### src/design/lbc_pkg.sv
// lbc_pkg: shared constants for the LED blink controller.
// Operation, status and configuration register codes, field widths, defaults.
// No dependencies.
`default_nettype none

package lbc_pkg;

  // Field widths of the channel payloads
  localparam int OP_W    = 2;
  localparam int IDX_W   = 4;
  localparam int FIELD_W = 32;
  localparam int MASK_W  = 4;
  localparam int STAT_W  = 2;

  // Parameter defaults
  localparam int LED_COUNT_DEF = 4;
  localparam int TIME_BITS_DEF = 32;

  // Operation codes
  localparam logic [OP_W-1:0] OP_TICK  = 2'd0;
  localparam logic [OP_W-1:0] OP_SET   = 2'd1;
  localparam logic [OP_W-1:0] OP_BLINK = 2'd2;

  // Status codes
  localparam logic [STAT_W-1:0] ST_OK       = 2'd0;
  localparam logic [STAT_W-1:0] ST_NOT_OPEN = 2'd1;
  localparam logic [STAT_W-1:0] ST_PARAM    = 2'd2;
  localparam logic [STAT_W-1:0] ST_NO_BLINK = 2'd3;

  // Configuration port
  localparam int CFG_IDX_W  = 2;
  localparam int CFG_DATA_W = 4;
  localparam logic [CFG_IDX_W-1:0] CFG_OPEN     = 2'd0;
  localparam logic [CFG_IDX_W-1:0] CFG_ACT_LOW  = 2'd1;
  localparam logic [CFG_IDX_W-1:0] CFG_EXPANDER = 2'd2;

endpackage

`default_nettype wire

### src/design/lbc_intf.sv
// lbc_intf: valid/ready channel interfaces for the LED blink controller.
// Command beat in, result beat out. Depends on lbc_pkg.
`default_nettype none

interface lbc_in_if import lbc_pkg::*; ();
  logic               valid;
  logic               ready;
  logic [OP_W-1:0]    operation;
  logic [IDX_W-1:0]   led_index;
  logic               level;
  logic [FIELD_W-1:0] on_time;
  logic [FIELD_W-1:0] off_time;
  logic [FIELD_W-1:0] duration;
  logic [FIELD_W-1:0] now_time;

  modport source (output valid, operation, led_index, level, on_time, off_time,
                  duration, now_time, input ready);
  modport sink   (input valid, operation, led_index, level, on_time, off_time,
                  duration, now_time, output ready);
endinterface

interface lbc_out_if import lbc_pkg::*; ();
  logic              valid;
  logic              ready;
  logic [MASK_W-1:0] pin_levels;
  logic [MASK_W-1:0] lit_mask;
  logic [MASK_W-1:0] blink_mask;
  logic [STAT_W-1:0] status;

  modport source (output valid, pin_levels, lit_mask, blink_mask, status, input ready);
  modport sink   (input valid, pin_levels, lit_mask, blink_mask, status, output ready);
endinterface

`default_nettype wire

### src/design/led_blink_controller_top.sv
// led_blink_controller_top: multi-channel LED blink controller with polarity.
// One shared subtractor serves the cycle-count divider and the tick compares.
// Depends on lbc_pkg and the interfaces in lbc_intf.
//
//   channel | dir | beat contents
//   --------+-----+-------------------------------------------------------------
//   in_ch   | in  | operation, led_index, level, on/off time, duration, now
//   out_ch  | out | pin_levels, lit_mask, blink_mask, status
//   cfg_*   | in  | write enable, register index, data (no handshake)
//
// Sequencer steps per beat, from accept to the next accept:
// set level, rejects and closed-device beats: finish only.
// Start blink: the radix-2 divider (one bit a cycle), then load, then finish.
// Tick: a subtract per channel, plus a compare for each blinking one, then finish.
// in_ch.ready is high only while the sequencer is idle; the output register
// lets a new beat in while the previous result still waits on out_ch.ready.
// Reset (rst_n low, synchronous) clears the sequencer, blink and lit state.
`default_nettype none

module led_blink_controller_top import lbc_pkg::*; #(
  parameter int LED_COUNT = LED_COUNT_DEF,
  parameter int TIME_BITS = TIME_BITS_DEF
) (
  input  wire logic                  clk,
  input  wire logic                  rst_n,
  lbc_in_if.sink                     in_ch,
  lbc_out_if.source                  out_ch,
  input  wire logic                  cfg_we,
  input  wire logic [CFG_IDX_W-1:0]  cfg_index,
  input  wire logic [CFG_DATA_W-1:0] cfg_wdata
);

  localparam int TB   = TIME_BITS;
  localparam int SW   = TB + 2;
  localparam int IW   = (LED_COUNT > 1) ? $clog2(LED_COUNT) : 1;
  localparam int SCW  = $clog2(TB);
  localparam logic [IW-1:0]  LAST_CH   = IW'(LED_COUNT - 1);
  localparam logic [SCW-1:0] LAST_STEP = SCW'(TB - 1);

  // Sequencer states
  localparam logic [2:0] S_IDLE = 3'd0;
  localparam logic [2:0] S_DIV  = 3'd1;
  localparam logic [2:0] S_LOAD = 3'd2;
  localparam logic [2:0] S_TSUB = 3'd3;
  localparam logic [2:0] S_TCMP = 3'd4;
  localparam logic [2:0] S_FIN  = 3'd5;

  logic [2:0] state_r, state_nxt;

  // Configuration registers
  logic              open_r;
  logic [MASK_W-1:0] act_low_r;
  logic [MASK_W-1:0] expander_r;

  // Per-channel state
  logic          blinking_r [LED_COUNT];
  logic          lit_r      [LED_COUNT];
  logic [TB-1:0] cl_r       [LED_COUNT];
  logic [TB-1:0] ps_r       [LED_COUNT];
  logic [TB-1:0] on_r       [LED_COUNT];
  logic [TB-1:0] off_r      [LED_COUNT];

  // Working registers for the beat in flight
  logic [IW-1:0]     ch_r;
  logic [IW-1:0]     it_r;
  logic [TB-1:0]     now_r;
  logic [TB-1:0]     on_len_r;
  logic [TB-1:0]     off_len_r;
  logic [TB:0]       per_r;
  logic [TB:0]       rem_r;
  logic [TB-1:0]     q_r;
  logic [TB-1:0]     elapsed_r;
  logic [SCW-1:0]    step_r;
  logic [STAT_W-1:0] status_r;

  // Output register
  logic              out_valid_r;
  logic [MASK_W-1:0] pins_r, litm_r, blinkm_r;
  logic [STAT_W-1:0] out_status_r;

  // Accept decode
  logic              accept;
  logic              in_range;
  logic              exp_bit;
  logic              do_set;
  logic [STAT_W-1:0] acc_status;
  logic [2:0]        acc_state;
  logic [IW-1:0]     acc_ch;
  logic [TB-1:0]     in_on, in_off, in_dur, in_now;

  assign in_ch.ready = (state_r == S_IDLE);
  assign accept      = in_ch.valid && in_ch.ready;
  assign in_on       = in_ch.on_time[TB-1:0];
  assign in_off      = in_ch.off_time[TB-1:0];
  assign in_dur      = in_ch.duration[TB-1:0];
  assign in_now      = in_ch.now_time[TB-1:0];
  assign acc_ch      = in_ch.led_index[IW-1:0];
  assign in_range    = ({1'b0, in_ch.led_index} < (IDX_W + 1)'(LED_COUNT));
  assign exp_bit     = (in_ch.led_index < IDX_W'(MASK_W)) &&
                       expander_r[in_ch.led_index[1:0]];

  // Command decode: status and the sequencer's first step
  always_comb begin
    acc_status = ST_OK;
    acc_state  = S_FIN;
    do_set     = 1'b0;
    if (!open_r) begin
      acc_status = ST_NOT_OPEN;
    end else begin
      unique case (in_ch.operation)
        OP_TICK: begin
          acc_state = S_TSUB;
        end
        OP_SET: begin
          if (!in_range) acc_status = ST_PARAM;
          else do_set = 1'b1;
        end
        OP_BLINK: begin
          if (!in_range) acc_status = ST_PARAM;
          else if (in_on == '0 && in_off == '0) acc_status = ST_PARAM;
          else if (exp_bit) acc_status = ST_NO_BLINK;
          else if (in_dur == '0) acc_status = ST_PARAM;
          else begin
            acc_state = S_DIV;
          end
        end
        default: acc_status = ST_PARAM;
      endcase
    end
  end

  // Shared subtractor: divider trial, elapsed time, phase length compare
  logic [SW-1:0] sub_a, sub_b;
  logic [SW:0]   sub_diff;
  logic          sub_ge;
  logic [TB-1:0] cur_len;

  assign cur_len = lit_r[it_r] ? on_r[it_r] : off_r[it_r];

  always_comb begin
    sub_a = '0;
    sub_b = '0;
    unique case (state_r)
      S_DIV: begin
        sub_a = {rem_r, q_r[TB-1]};
        sub_b = {1'b0, per_r};
      end
      S_TSUB: begin
        sub_a = {2'b00, now_r};
        sub_b = {2'b00, ps_r[it_r]};
      end
      S_TCMP: begin
        sub_a = {2'b00, elapsed_r};
        sub_b = {2'b00, cur_len};
      end
      default: begin
        sub_a = '0;
        sub_b = '0;
      end
    endcase
  end

  assign sub_diff = {1'b0, sub_a} - {1'b0, sub_b};
  assign sub_ge   = !sub_diff[SW];

  // Sequencer next state
  always_comb begin
    state_nxt = state_r;
    unique case (state_r)
      S_IDLE: if (accept) state_nxt = acc_state;
      S_DIV:  if (step_r == '0) state_nxt = S_LOAD;
      S_LOAD: state_nxt = S_FIN;
      S_TSUB: begin
        if (blinking_r[it_r]) state_nxt = S_TCMP;
        else if (it_r == LAST_CH) state_nxt = S_FIN;
      end
      S_TCMP: state_nxt = (it_r == LAST_CH) ? S_FIN : S_TSUB;
      S_FIN:  if (!out_valid_r || out_ch.ready) state_nxt = S_IDLE;
      default: state_nxt = S_IDLE;
    endcase
  end

  always_ff @(posedge clk) begin
    if (!rst_n) state_r <= S_IDLE;
    else state_r <= state_nxt;
  end

  // Configuration registers
  always_ff @(posedge clk) begin
    if (!rst_n) begin
      open_r     <= 1'b0;
      act_low_r  <= 4'hF;
      expander_r <= '0;
    end else if (cfg_we) begin
      case (cfg_index)
        CFG_OPEN:     open_r     <= cfg_wdata[0];
        CFG_ACT_LOW:  act_low_r  <= cfg_wdata;
        CFG_EXPANDER: expander_r <= cfg_wdata;
        default: ;
      endcase
    end
  end

  // Working registers and divider datapath
  always_ff @(posedge clk) begin
    if (accept) begin
      ch_r      <= acc_ch;
      now_r     <= in_now;
      on_len_r  <= in_on;
      off_len_r <= in_off;
      per_r     <= {1'b0, in_on} + {1'b0, in_off};
      q_r       <= in_dur - TB'(1);
      rem_r     <= '0;
      step_r    <= LAST_STEP;
      it_r      <= '0;
      status_r  <= acc_status;
    end else begin
      unique case (state_r)
        S_DIV: begin
          rem_r  <= sub_ge ? sub_diff[TB:0] : sub_a[TB:0];
          q_r    <= {q_r[TB-2:0], sub_ge};
          step_r <= step_r - SCW'(1);
        end
        S_TSUB: begin
          elapsed_r <= sub_diff[TB-1:0];
          if (!blinking_r[it_r] && it_r != LAST_CH) it_r <= it_r + IW'(1);
        end
        S_TCMP: begin
          if (it_r != LAST_CH) it_r <= it_r + IW'(1);
        end
        default: ;
      endcase
    end
  end

  // Channel state: config open change, set level, blink load, tick update
  always_ff @(posedge clk) begin
    if (!rst_n) begin
      for (int i = 0; i < LED_COUNT; i++) begin
        blinking_r[i] <= 1'b0;
        lit_r[i]      <= 1'b0;
      end
    end else if (cfg_we && cfg_index == CFG_OPEN && cfg_wdata[0] != open_r) begin
      for (int i = 0; i < LED_COUNT; i++) begin
        blinking_r[i] <= 1'b0;
        lit_r[i]      <= 1'b0;
      end
    end else if (accept) begin
      if (do_set) begin
        blinking_r[acc_ch] <= 1'b0;
        lit_r[acc_ch]      <= in_ch.level;
      end
    end else if (state_r == S_LOAD) begin
      lit_r[ch_r]      <= 1'b1;
      blinking_r[ch_r] <= 1'b1;
      cl_r[ch_r]       <= q_r + TB'(1);
      on_r[ch_r]       <= on_len_r;
      off_r[ch_r]      <= off_len_r;
      ps_r[ch_r]       <= now_r;
    end else if (state_r == S_TCMP && sub_ge) begin
      lit_r[it_r] <= !lit_r[it_r];
      ps_r[it_r]  <= now_r;
      if (lit_r[it_r]) begin
        // end of a lit phase: one cycle finished
        if (cl_r[it_r] != '0) cl_r[it_r] <= cl_r[it_r] - TB'(1);
        if (cl_r[it_r] <= TB'(1)) blinking_r[it_r] <= 1'b0;
      end
    end
  end

  // Result snapshot of the channel state
  logic [MASK_W-1:0] lit_vec, blink_vec, pin_vec;

  for (genvar g = 0; g < MASK_W; g++) begin : g_mask
    if (g < LED_COUNT) begin : g_used
      assign lit_vec[g]   = lit_r[g];
      assign blink_vec[g] = blinking_r[g];
      assign pin_vec[g]   = lit_r[g] ^ act_low_r[g];
    end else begin : g_unused
      assign lit_vec[g]   = 1'b0;
      assign blink_vec[g] = 1'b0;
      assign pin_vec[g]   = 1'b0;
    end
  end

  // Output register
  always_ff @(posedge clk) begin
    if (!rst_n) begin
      out_valid_r <= 1'b0;
    end else if (state_r == S_FIN && (!out_valid_r || out_ch.ready)) begin
      out_valid_r <= 1'b1;
    end else if (out_ch.ready) begin
      out_valid_r <= 1'b0;
    end
  end

  always_ff @(posedge clk) begin
    if (state_r == S_FIN && (!out_valid_r || out_ch.ready)) begin
      pins_r       <= pin_vec;
      litm_r       <= lit_vec;
      blinkm_r     <= blink_vec;
      out_status_r <= status_r;
    end
  end

  assign out_ch.valid      = out_valid_r;
  assign out_ch.pin_levels = pins_r;
  assign out_ch.lit_mask   = litm_r;
  assign out_ch.blink_mask = blinkm_r;
  assign out_ch.status     = out_status_r;

`ifndef SYNTHESIS
  // Blinking channel 0 always has at least one blink cycle left
  a_blink_has_cycles: assert property (@(posedge clk) disable iff (!rst_n)
    blinking_r[0] |-> (cl_r[0] != '0))
    else $error("channel 0 blinking with zero cycles left");

  // Checks that a closed device never has channel 0 blinking
  a_closed_no_blink: assert property (@(posedge clk) disable iff (!rst_n)
    !open_r |-> !blinking_r[0])
    else $error("blink active while device closed");

  // Divider step counter ends the division after TIME_BITS steps
  a_div_ends: assert property (@(posedge clk) disable iff (!rst_n)
    (state_r == S_DIV && step_r == '0) |=> (state_r == S_LOAD))
    else $error("divider did not hand over to load");
`endif

endmodule

`default_nettype wire

### src/flat_wrapper.sv
// flat-port wrapper written by rule: the top's interface ports become plain ports
module led_blink_controller_top_flat import lbc_pkg::*;
#(
  parameter int LED_COUNT = LED_COUNT_DEF,
  parameter int TIME_BITS = TIME_BITS_DEF
)
  (clk, rst_n, cfg_we, cfg_index, cfg_wdata, in_ch_valid, in_ch_operation, in_ch_led_index, in_ch_level, in_ch_on_time, in_ch_off_time, in_ch_duration, in_ch_now_time, in_ch_ready, out_ch_valid, out_ch_pin_levels, out_ch_lit_mask, out_ch_blink_mask, out_ch_status, out_ch_ready);
  lbc_in_if in_ch_i ();
  lbc_out_if out_ch_i ();
  input  wire logic clk;
  input  wire logic rst_n;
  input  wire logic cfg_we;
  input  wire logic [CFG_IDX_W-1:0] cfg_index;
  input  wire logic [CFG_DATA_W-1:0] cfg_wdata;
  input wire logic [$bits(in_ch_i.valid)-1:0] in_ch_valid;
  input wire logic [$bits(in_ch_i.operation)-1:0] in_ch_operation;
  input wire logic [$bits(in_ch_i.led_index)-1:0] in_ch_led_index;
  input wire logic [$bits(in_ch_i.level)-1:0] in_ch_level;
  input wire logic [$bits(in_ch_i.on_time)-1:0] in_ch_on_time;
  input wire logic [$bits(in_ch_i.off_time)-1:0] in_ch_off_time;
  input wire logic [$bits(in_ch_i.duration)-1:0] in_ch_duration;
  input wire logic [$bits(in_ch_i.now_time)-1:0] in_ch_now_time;
  output wire logic [$bits(in_ch_i.ready)-1:0] in_ch_ready;
  output wire logic [$bits(out_ch_i.valid)-1:0] out_ch_valid;
  output wire logic [$bits(out_ch_i.pin_levels)-1:0] out_ch_pin_levels;
  output wire logic [$bits(out_ch_i.lit_mask)-1:0] out_ch_lit_mask;
  output wire logic [$bits(out_ch_i.blink_mask)-1:0] out_ch_blink_mask;
  output wire logic [$bits(out_ch_i.status)-1:0] out_ch_status;
  input wire logic [$bits(out_ch_i.ready)-1:0] out_ch_ready;
  assign in_ch_i.valid = in_ch_valid;
  assign in_ch_i.operation = in_ch_operation;
  assign in_ch_i.led_index = in_ch_led_index;
  assign in_ch_i.level = in_ch_level;
  assign in_ch_i.on_time = in_ch_on_time;
  assign in_ch_i.off_time = in_ch_off_time;
  assign in_ch_i.duration = in_ch_duration;
  assign in_ch_i.now_time = in_ch_now_time;
  assign in_ch_ready = in_ch_i.ready;
  assign out_ch_valid = out_ch_i.valid;
  assign out_ch_pin_levels = out_ch_i.pin_levels;
  assign out_ch_lit_mask = out_ch_i.lit_mask;
  assign out_ch_blink_mask = out_ch_i.blink_mask;
  assign out_ch_status = out_ch_i.status;
  assign out_ch_i.ready = out_ch_ready;
  led_blink_controller_top #(.LED_COUNT(LED_COUNT), .TIME_BITS(TIME_BITS)) u_core (.clk(clk), .rst_n(rst_n), .in_ch(in_ch_i), .out_ch(out_ch_i), .cfg_we(cfg_we), .cfg_index(cfg_index), .cfg_wdata(cfg_wdata));
endmodule
### config.mk
export PLATFORM = sky130hd
export DESIGN_NAME = led_blink_controller_top_flat
export DESIGN_NICKNAME = d
export VERILOG_FILES = /design/src/design/lbc_pkg.sv /design/src/design/lbc_intf.sv /design/src/design/led_blink_controller_top.sv /design/src/flat_wrapper.sv
export SDC_FILE = /design/constraint.sdc
export NUM_CORES = 1
export LEC_CHECK = 0
export BUFFER_PORTS_ARGS = -buffer_cell sky130_fd_sc_hd__buf_2
export CORE_ASPECT_RATIO = 0.75
export CORE_MARGIN = 2
export CORE_UTILIZATION = 35
export DETAILED_ROUTE_END_ITERATION = 8
export GPL_TIMING_DRIVEN = 0
export PLACE_DENSITY_LB_ADDON = 0.08
export SETUP_SLACK_MARGIN = 0.1
export SYNTH_ARGS = -nofsm -noshare
export SYNTH_HDL_FRONTEND = slang
export SYNTH_SLANG_ARGS = --single-unit
### constraint.sdc
create_clock -name clk -period 12.5 [get_ports clk]
set_input_delay 0.625 -clock clk [delete_from_list [all_inputs] [get_ports clk]]
set_output_delay 0.625 -clock clk [all_outputs]
set_load 0.01 [all_outputs]
Word-level counts from Yosys, hierarchy flattened
Memory sizes are Yosys's and may differ from the RTL's. A register that Yosys moved wholly into a read port is not among the register bits.
Index checks and enable logic that the tools add are counted.
{"block": "word_totals", "out_inout_bits": 16, "ramBits": 520, "regBits": 260, "n_memories": 6}
{"memory": "u_core.cl_r", "depth": 4, "width": 32, "rd": 1, "rd_clocked_by_memory_dff": 1, "write_ports": 1, "line_no": "led_blink_controller_top.sv:58", "source": "logic [TB-1:0] cl_r [LED_COUNT];"}
{"memory": "u_core.off_r", "depth": 4, "width": 32, "rd": 1, "rd_clocked_by_memory_dff": 1, "write_ports": 1, "line_no": "led_blink_controller_top.sv:61", "source": "logic [TB-1:0] off_r [LED_COUNT];"}
{"memory": "u_core.on_r", "depth": 4, "width": 32, "rd": 1, "rd_clocked_by_memory_dff": 1, "write_ports": 1, "line_no": "led_blink_controller_top.sv:60", "source": "logic [TB-1:0] on_r [LED_COUNT];"}
{"memory": "u_core.ps_r", "depth": 4, "width": 32, "rd": 1, "rd_clocked_by_memory_dff": 1, "write_ports": 1, "line_no": "led_blink_controller_top.sv:59", "source": "logic [TB-1:0] ps_r [LED_COUNT];"}
{"memory": "u_core.blinking_r", "depth": 4, "width": 1, "rd": 5, "rd_clocked_by_memory_dff": 5, "write_ports": 4, "line_no": "led_blink_controller_top.sv:56", "source": "logic blinking_r [LED_COUNT];"}
{"memory": "u_core.lit_r", "depth": 4, "width": 1, "rd": 5, "rd_clocked_by_memory_dff": 1, "write_ports": 4, "line_no": "led_blink_controller_top.sv:57", "source": "logic lit_r [LED_COUNT];"}
{"block": "classes", "reduce_logical": 38, "n_mux": 115, "magnitude_cmp": 4, "n_eq_ne": 18, "add_sub_neg": 7, "bitwise_logic": 13}
{"cell": "two-way mux 32 bit", "n": 5}
{"cell": "case mux 34 bit (3 select lines)", "n": 1}
{"cell": "case mux 33 bit (3 select lines)", "n": 1}
{"cell": "logical NOT 32 bit", "n": 3}
{"cell": "two-way mux 1 bit", "n": 64}
{"cell": "OR reduction 32 bit", "n": 2}
{"cell": "subtractor 32 x 1 -> 32 bit, second input constant", "n": 2}
{"cell": "two-way mux 2 bit", "n": 27}
{"cell": "subtractor 34 x 33 -> 35 bit", "n": 1}
{"cell": "adder 32 x 32 -> 33 bit", "n": 1}
{"cell": "two-way mux 3 bit", "n": 11}
{"cell": "two-way mux 33 bit", "n": 1}
{"cell": "adder 32 x 1 -> 32 bit, second input constant", "n": 1}
{"cell": "less-or-equal comparator 32 x 1 -> 1 bit, second input constant", "n": 1}
{"cell": "nonzero test 32 bit", "n": 1}
{"cell": "case mux 3 bit (6 select lines)", "n": 1}
{"cell": "logical AND 1 bit", "n": 8}
{"cell": "less-than comparator 4 x 3 -> 1 bit, second input constant", "n": 2}
{"cell": "bitwise OR 1 bit", "n": 8}
{"cell": "AND reduction 2 bit", "n": 4}
{"cell": "equality test 2 bit, second input constant", "n": 3}
{"cell": "equality test 3 x 2 -> 1 bit, second input constant", "n": 2}
{"cell": "equality test 3 bit, second input constant", "n": 2}
{"cell": "!= test 2 x 1 -> 1 bit, second input constant", "n": 3}
{"cell": "23 further kinds", "n": 40}

Depth between registers and ports, before layout
Gate-level depths: netlist of the first run.
{"block": "logic_depth", "word_depth": 13, "depth_mapped": 24, "mapped_depth_nobuf": 15}

Worst setup path before layout of the first run
OpenSTA, ideal clock, no wires.
{"block": "synth_timing", "path_type": "flip-flop to flip-flop", "startpoint": "register (tool-made name)", "endpoint": "memory u_core.cl_r[1][0] (netlist bit), enable pin", "arrival_time_ns": 7.998, "setup_time_ns": 0.511, "n_path_buf": 8, "path_stages_with_launch": 24, "path_slack_ns": 3.992, "cell_sequence": "dfxtp_1 -> buf_6 -> buf_8 -> buf_4 -> buf_4 -> mux4_2 -> clkbuf_1 -> buf_2 -> buf_2 -> mux4_2 -> mux2i_1 -> o22ai_1 -> ha_1 -> fa_1 -> nor2b_1 -> o31a_1 -> o311a_1 -> o211a_1 -> o2111ai_2 -> a21oi_1 -> nor3_2 -> a21o_1 -> buf_2 -> o41ai_1"}
{"item": "end, declared", "line_no": "led_blink_controller_top.sv:58"}

==> results of run 1 <==
-- per-stage QoR --
stage / std cells / total power, mW
after global placement: 3810 / 7.31
final: 3992 / 9.77
after floorplan: 2323 / 6.13
after CTS: 3991 / 9.81
after global routing: 3992 / 10.3
after detailed placement: 3838 / 7.34
-- state kept, by name, summed over array words and instances, names as in the netlist, 5 cells and up, named ones only --
| register | count |
|---|---|
| u_core.now_r | 32 |
| u_core.rem_r | 33 |
| u_core.per_r | 33 |
| u_core.off_r | 128 |
| u_core.off_len_r | 32 |
| u_core.ps_r | 128 |
| u_core.on_r | 128 |
| u_core.q_r | 32 |
| u_core.cl_r | 128 |
| u_core.elapsed_r | 32 |
| u_core.on_len_r | 32 |
| u_core.step_r | 5 |
-- worst paths after layout --
| kind | startpoint | end | slack, ns |
|---|---|---|---|
| worst max-delay path | register | u_core.cl_r[1][20] | 3.41 |
| worst max register to register | register | u_core.cl_r[1][20] | 3.41 |
| worst min register to register | u_core.status_r[1] | u_core.out_ch.status[1] | 0.42 |
| worst min-delay path | in_ch_now_time[20] | u_core.now_r[20] | 0.16 |
-- critical path, delay by kind of cell, from the launching register on --
family	cells	cell delay, ns
adder cells (fa/ha/maj)	2	0.73
AO/OA/AOI/OAI	8	2.52
multiplexers	2	0.56
buffers and inverters	11	4.20
AND/OR/NAND/NOR	2	0.30
flip-flops	1	0.42
-- power by group --
part / switching, mW / internal, mW / total, mW
Sequential: 0.245 / 3.55 / 3.79
Combinational: 2.25 / 1.28 / 3.53
Clock: 1.05 / 1.40 / 2.45
Total: 3.54 / 6.22 / 9.77
-- area by class of cell --
class,count,area [sq um]
clock inverters,43,402
clock buffers,110,2250
well taps,1326,1660
multi-input cells,1409,11900
flip-flops and latches,786,23000
inverters,39,151
plain buffers,89,418
repair buffers,190,1280
fillers,9092,58700
-- synth_stat cells (all sizes together), types with 39 or more instances --
cell	instances	area (sq um)
dfxtp	61	1220
nor2	102	383
xor2	61	534
mux4	131	2950
a21oi	74	370
edfxtp	725	21800
o21ai	137	686
inv	39	146
mux2i	169	1690
clkbuf	46	173
buf	43	241
xnor2	80	701
ha	73	913
nand2	181	682
-- logic make-up after synthesis --
kind of cell             after synthesis  share of synthesized area
buffers and inverters                128                     0.0159
XOR/XNOR                             141                     0.0349
AO/OA/AOI/OAI                        378                     0.0683
flip-flops                           786                      0.650
adder cells (fa/ha/maj)               75                     0.0270
multiplexers                         303                      0.132
AND/OR/NAND/NOR                      512                     0.0714
-- cells in the final DEF, fill, tap and decap left out, types with 20 or more instances in the layout --
cell / n
nor4_1: 30
nor3_1: 34
clkbuf_16: 86
o22a_1: 31
dfxtp_1: 61
o21ai_0: 134
nand2_1: 180
clkbuf_1: 68
mux2i_1: 169
xor2_1: 61
and3_1: 20
nand3_1: 37
edfxtp_1: 725
a21o_1: 24
inv_1: 37
buf_2: 180
nor2_1: 100
ha_1: 73
a21oi_1: 74
xnor2_1: 80
mux4_2: 131
nand2b_1: 22
-- per-layer routing --
layer  part of all wire  vias to the layer above
met3              0.058                       89
met1               0.51                    11135
met5                  0                        -
li1                   -                     9676
met2               0.42                      608
met4              0.015                        0
==> impl_metrics.toml, run 1 <==
[final_layout]
syn_to_final_growth_pct = 16.1
drive_gt1_frac = 0.189
layout.nets = 2820
num_antenna_cells = 0
fin_area_sq_um = 41000
final_core_util = 0.412

[floorplanning]
ioPinCount = 162
die_x_um = 371
core_sq_um = 99700
die-area_sq_um = 104000
rows = 100
start_util = 0.355
die_h_um = 279

[grt]
antenna_found_initial = 4
grt_pass1_wl_um = 149000
met2_usage = 0.280
global_route.usage.met1 = 0.313
overflow = 0
grt_use_total = 0.198
grt_busiest_layer = "met1"
grtUsageMet3 = 0.0376
grt_max_degree = 59
first_global_vias = 21386

[setup_path]
slowest_stage = "clkbuf_1"
crit_fanout = 10
ff2ff_path_depth = 25
crit_path_end_kind = "register"
worstPathArrival_ns = 9.43
critPathMaxStageDelay_ns = 0.94
critPathKind = "register to register"
worstPathRequired_ns = 12.84
cp_common_cell = "buf_2"
startpoint_type = "register"

[power]
leakage_nw = 13.5
p_per_area_nw_per_um2 = 238
ir_worst_vdd_mv = 0.113

[sta]
hold_viol = 0
setup_slack_ns = 3.41
relSlewSlack = 0.122
fin_crit_ns = 9.09
fin_hold_ws_ns = 0.160
rsz0062_at_grt = "false"
slew_viol_final = 0
finClkSkew_ns = 0.0236
tightestPinTransition_ns = 1.31
finalSetupViolCount = 0
min_period_over_period = 0.727
fin_tns_setup_ns = 0
timing.fmax_ghz = 0.110

[synth]
ys.flop_type = "edfxtp_1"
syn_inst = 2323
synth.avg_cell_area_sq_um = 15.2
synth_edf_count = 725
yosys_register_bits = 786
synthArstFlopShare = 0
yosysSeqAreaShare = 0.650
synth_cell_types = 77
ys_warn_count = 0
synth_nets = 2544
syn_area_sq_um = 35400

[clock_network]
cts_hold_buf = 0
clk_pin_slew_ns = 0.06
h-tree-depth = 3
cts-resized-gates = 0
cts_buffers = 84
cts_tree = "yes"
insertion_delay_ns = 0.65
clk_path_buf_depth = 3
clock-sinks = 786
clock-root-buffer = "clkbuf_16"
cts_setup_buffers = 0

[worst_hold_path]
holdPathStages = 1
hp-class = "input pin to register"

[routing]
num_vias = 21508
drt.antenna.violating_nets = 0
routed_via_density = 5.39
drt-initial-drc-count = 2167
drc = 0
dr.pass1.iters = 5
wl_per_cell_um = 25.7
drt-total-wl_um = 102000

[flow_run]
maxCapViolCount = 0

[placement]
placed_area_sq_um = 38400
place.gp.congestion = 0.907
place_ws_ns = 3.35
port_buffers = 161
dp_hpwl_um = 75000

[run_status]
status = "complete, no violations"
Note: power is estimated with default switching activity, not from simulation.
==> inputs of run 2 (changes only) <==
- clock period: 12.5 -> 9.31 ns (I/O delays scaled with it)
==> impl_metrics.toml, run 2 (synthesized netlist as in run 1, its figures left out) <==
[sta]
tightestPinTransition_ns = 1.30
rsz0062_at_grt = "false"
finClkSkew_ns = 0.0233
fin_crit_ns = 8.72
fin_hold_ws_ns = 0.0421
slew_viol_final = 0
relSlewSlack = 0.127
finalSetupViolCount = 0
hold_viol = 0
timing.fmax_ghz = 0.115
min_period_over_period = 0.936

[floorplanning]
start_util = 0.355
ioPinCount = 162
core_sq_um = 99700
die_h_um = 279
die-area_sq_um = 104000
rows = 100
die_x_um = 371

[clock_network]
cts_buffers = 84
clock-sinks = 786
cts_tree = "yes"
clk_path_buf_depth = 3
h-tree-depth = 3
clock-root-buffer = "clkbuf_16"
insertion_delay_ns = 0.65
cts_setup_buffers = 0
clk_pin_slew_ns = 0.06

[run_status]
status = "complete, no violations"

[final_layout]
final_common_cell = "edfxtp_1"
num_antenna_cells = 0
syn_to_final_growth_pct = 16.9
layout.nets = 2844
fin_cells = 4016
drive_gt1_frac = 0.187
final_cell_mix = "edfxtp_1, nand2_1, buf_2"

[power]
ir_worst_vdd_mv = 0.153
leakage_nw = 13.7
p_per_area_nw_per_um2 = 317
total_power_mw = 13.1

[routing]
drt-initial-drc-count = 2048
drt-total-wl_um = 103000
routed_via_density = 5.37
dr.pass1.iters = 5
drt.antenna.violating_nets = 0
drc = 0
wl_per_cell_um = 25.6
num_vias = 21546

[placement]
dp_hpwl_um = 75000
place.gp.congestion = 0.907
port_buffers = 161
placed_cells_incl_taps = 3838

[grt]
grt_pass1_wl_um = 149000
antenna_found_initial = 4
grt_max_degree = 59
first_global_vias = 21449
grt_use_total = 0.198
overflow = 0

[setup_path]
worstPathRequired_ns = 9.65
crit_family = "buffers and inverters"
critical_path_buf_inv_count = 11
startpoint_type = "register"
critPathKind = "register to register"
worstPathArrival_ns = 9.06
crit_fanout = 10
slowest_stage = "clkbuf_1"
critPathMaxStageDelay_ns = 0.63
cp_common_cell = "buf_2"
crit_path_end_kind = "register"

[flow_run]
maxCapViolCount = 0

[worst_hold_path]
hp-class = "input pin to register"
run 2: path summary, 6_finish.rpt:
path | slack (ns) | startpoint | end | cells past startpoint
min | 0.04 | in_ch_now_time[15] | u_core.now_r[15] | 1
max | 0.59 | register | u_core.cl_r[1][19] | 26
max reg2reg | 0.59 | register | u_core.cl_r[1][19] | 26
min reg2reg | 0.42 | u_core.status_r[1] | u_core.out_ch.status[1] | 0
run 2: power breakdown:
group | switching [mW] | internal (mW) | leakage [nW]
Sequential | 0.331 | 4.76 | 7.10
Combinational | 3.02 | 1.72 | 5.26
Clock | 1.41 | 1.88 | 1.30
Total | 4.75 | 8.36 | 13.7
run 2: area by class of cell:
cell class,count,area (sq um)
multi-input combinational,1409,11900
clock buffer,110,2250
sequential,786,23000
buffer,89,419
fill,9084,58400
tap,1326,1660
inverter,39,151
clock inverter,43,402
timing repair buffer,214,1520
run 2: metal layers:
metal  track usage  share of wire  vias to the layer above
met1         0.313           0.51                    11104
li1              -              -                     9715
met5             0              0                        -
met4        0.0369          0.015                        0
met2         0.281           0.42                      633
met3        0.0370          0.058                       94
run 2: metrics by stage:
| step | cell area, sq um | utilization | setup WS, ns | TNS [ns] |
|---|---|---|---|---|
| after floorplan | 35400 | - | 0.802 | 0 |
| after global placement | 37800 | 0.379 | -5.27 | -924.26 |
| after global routing | 41300 | 0.414 | 0.141 | 0 |
| after CTS | 41200 | 0.414 | 0.110 | 0 |
| final | 41300 | 0.414 | 0.591 | 0 |
| after detailed placement | 38400 | 0.385 | 0.162 | 0 |
run 2: repair_timing:
| action | CTS | global route |
|---|---|---|
| hold endpoints to repair | 22 | 2 |
| setup endpoints to repair | 0 | 82 |
| gates resized for setup | 0 | 6 |
| hold buffers | 22 | 2 |
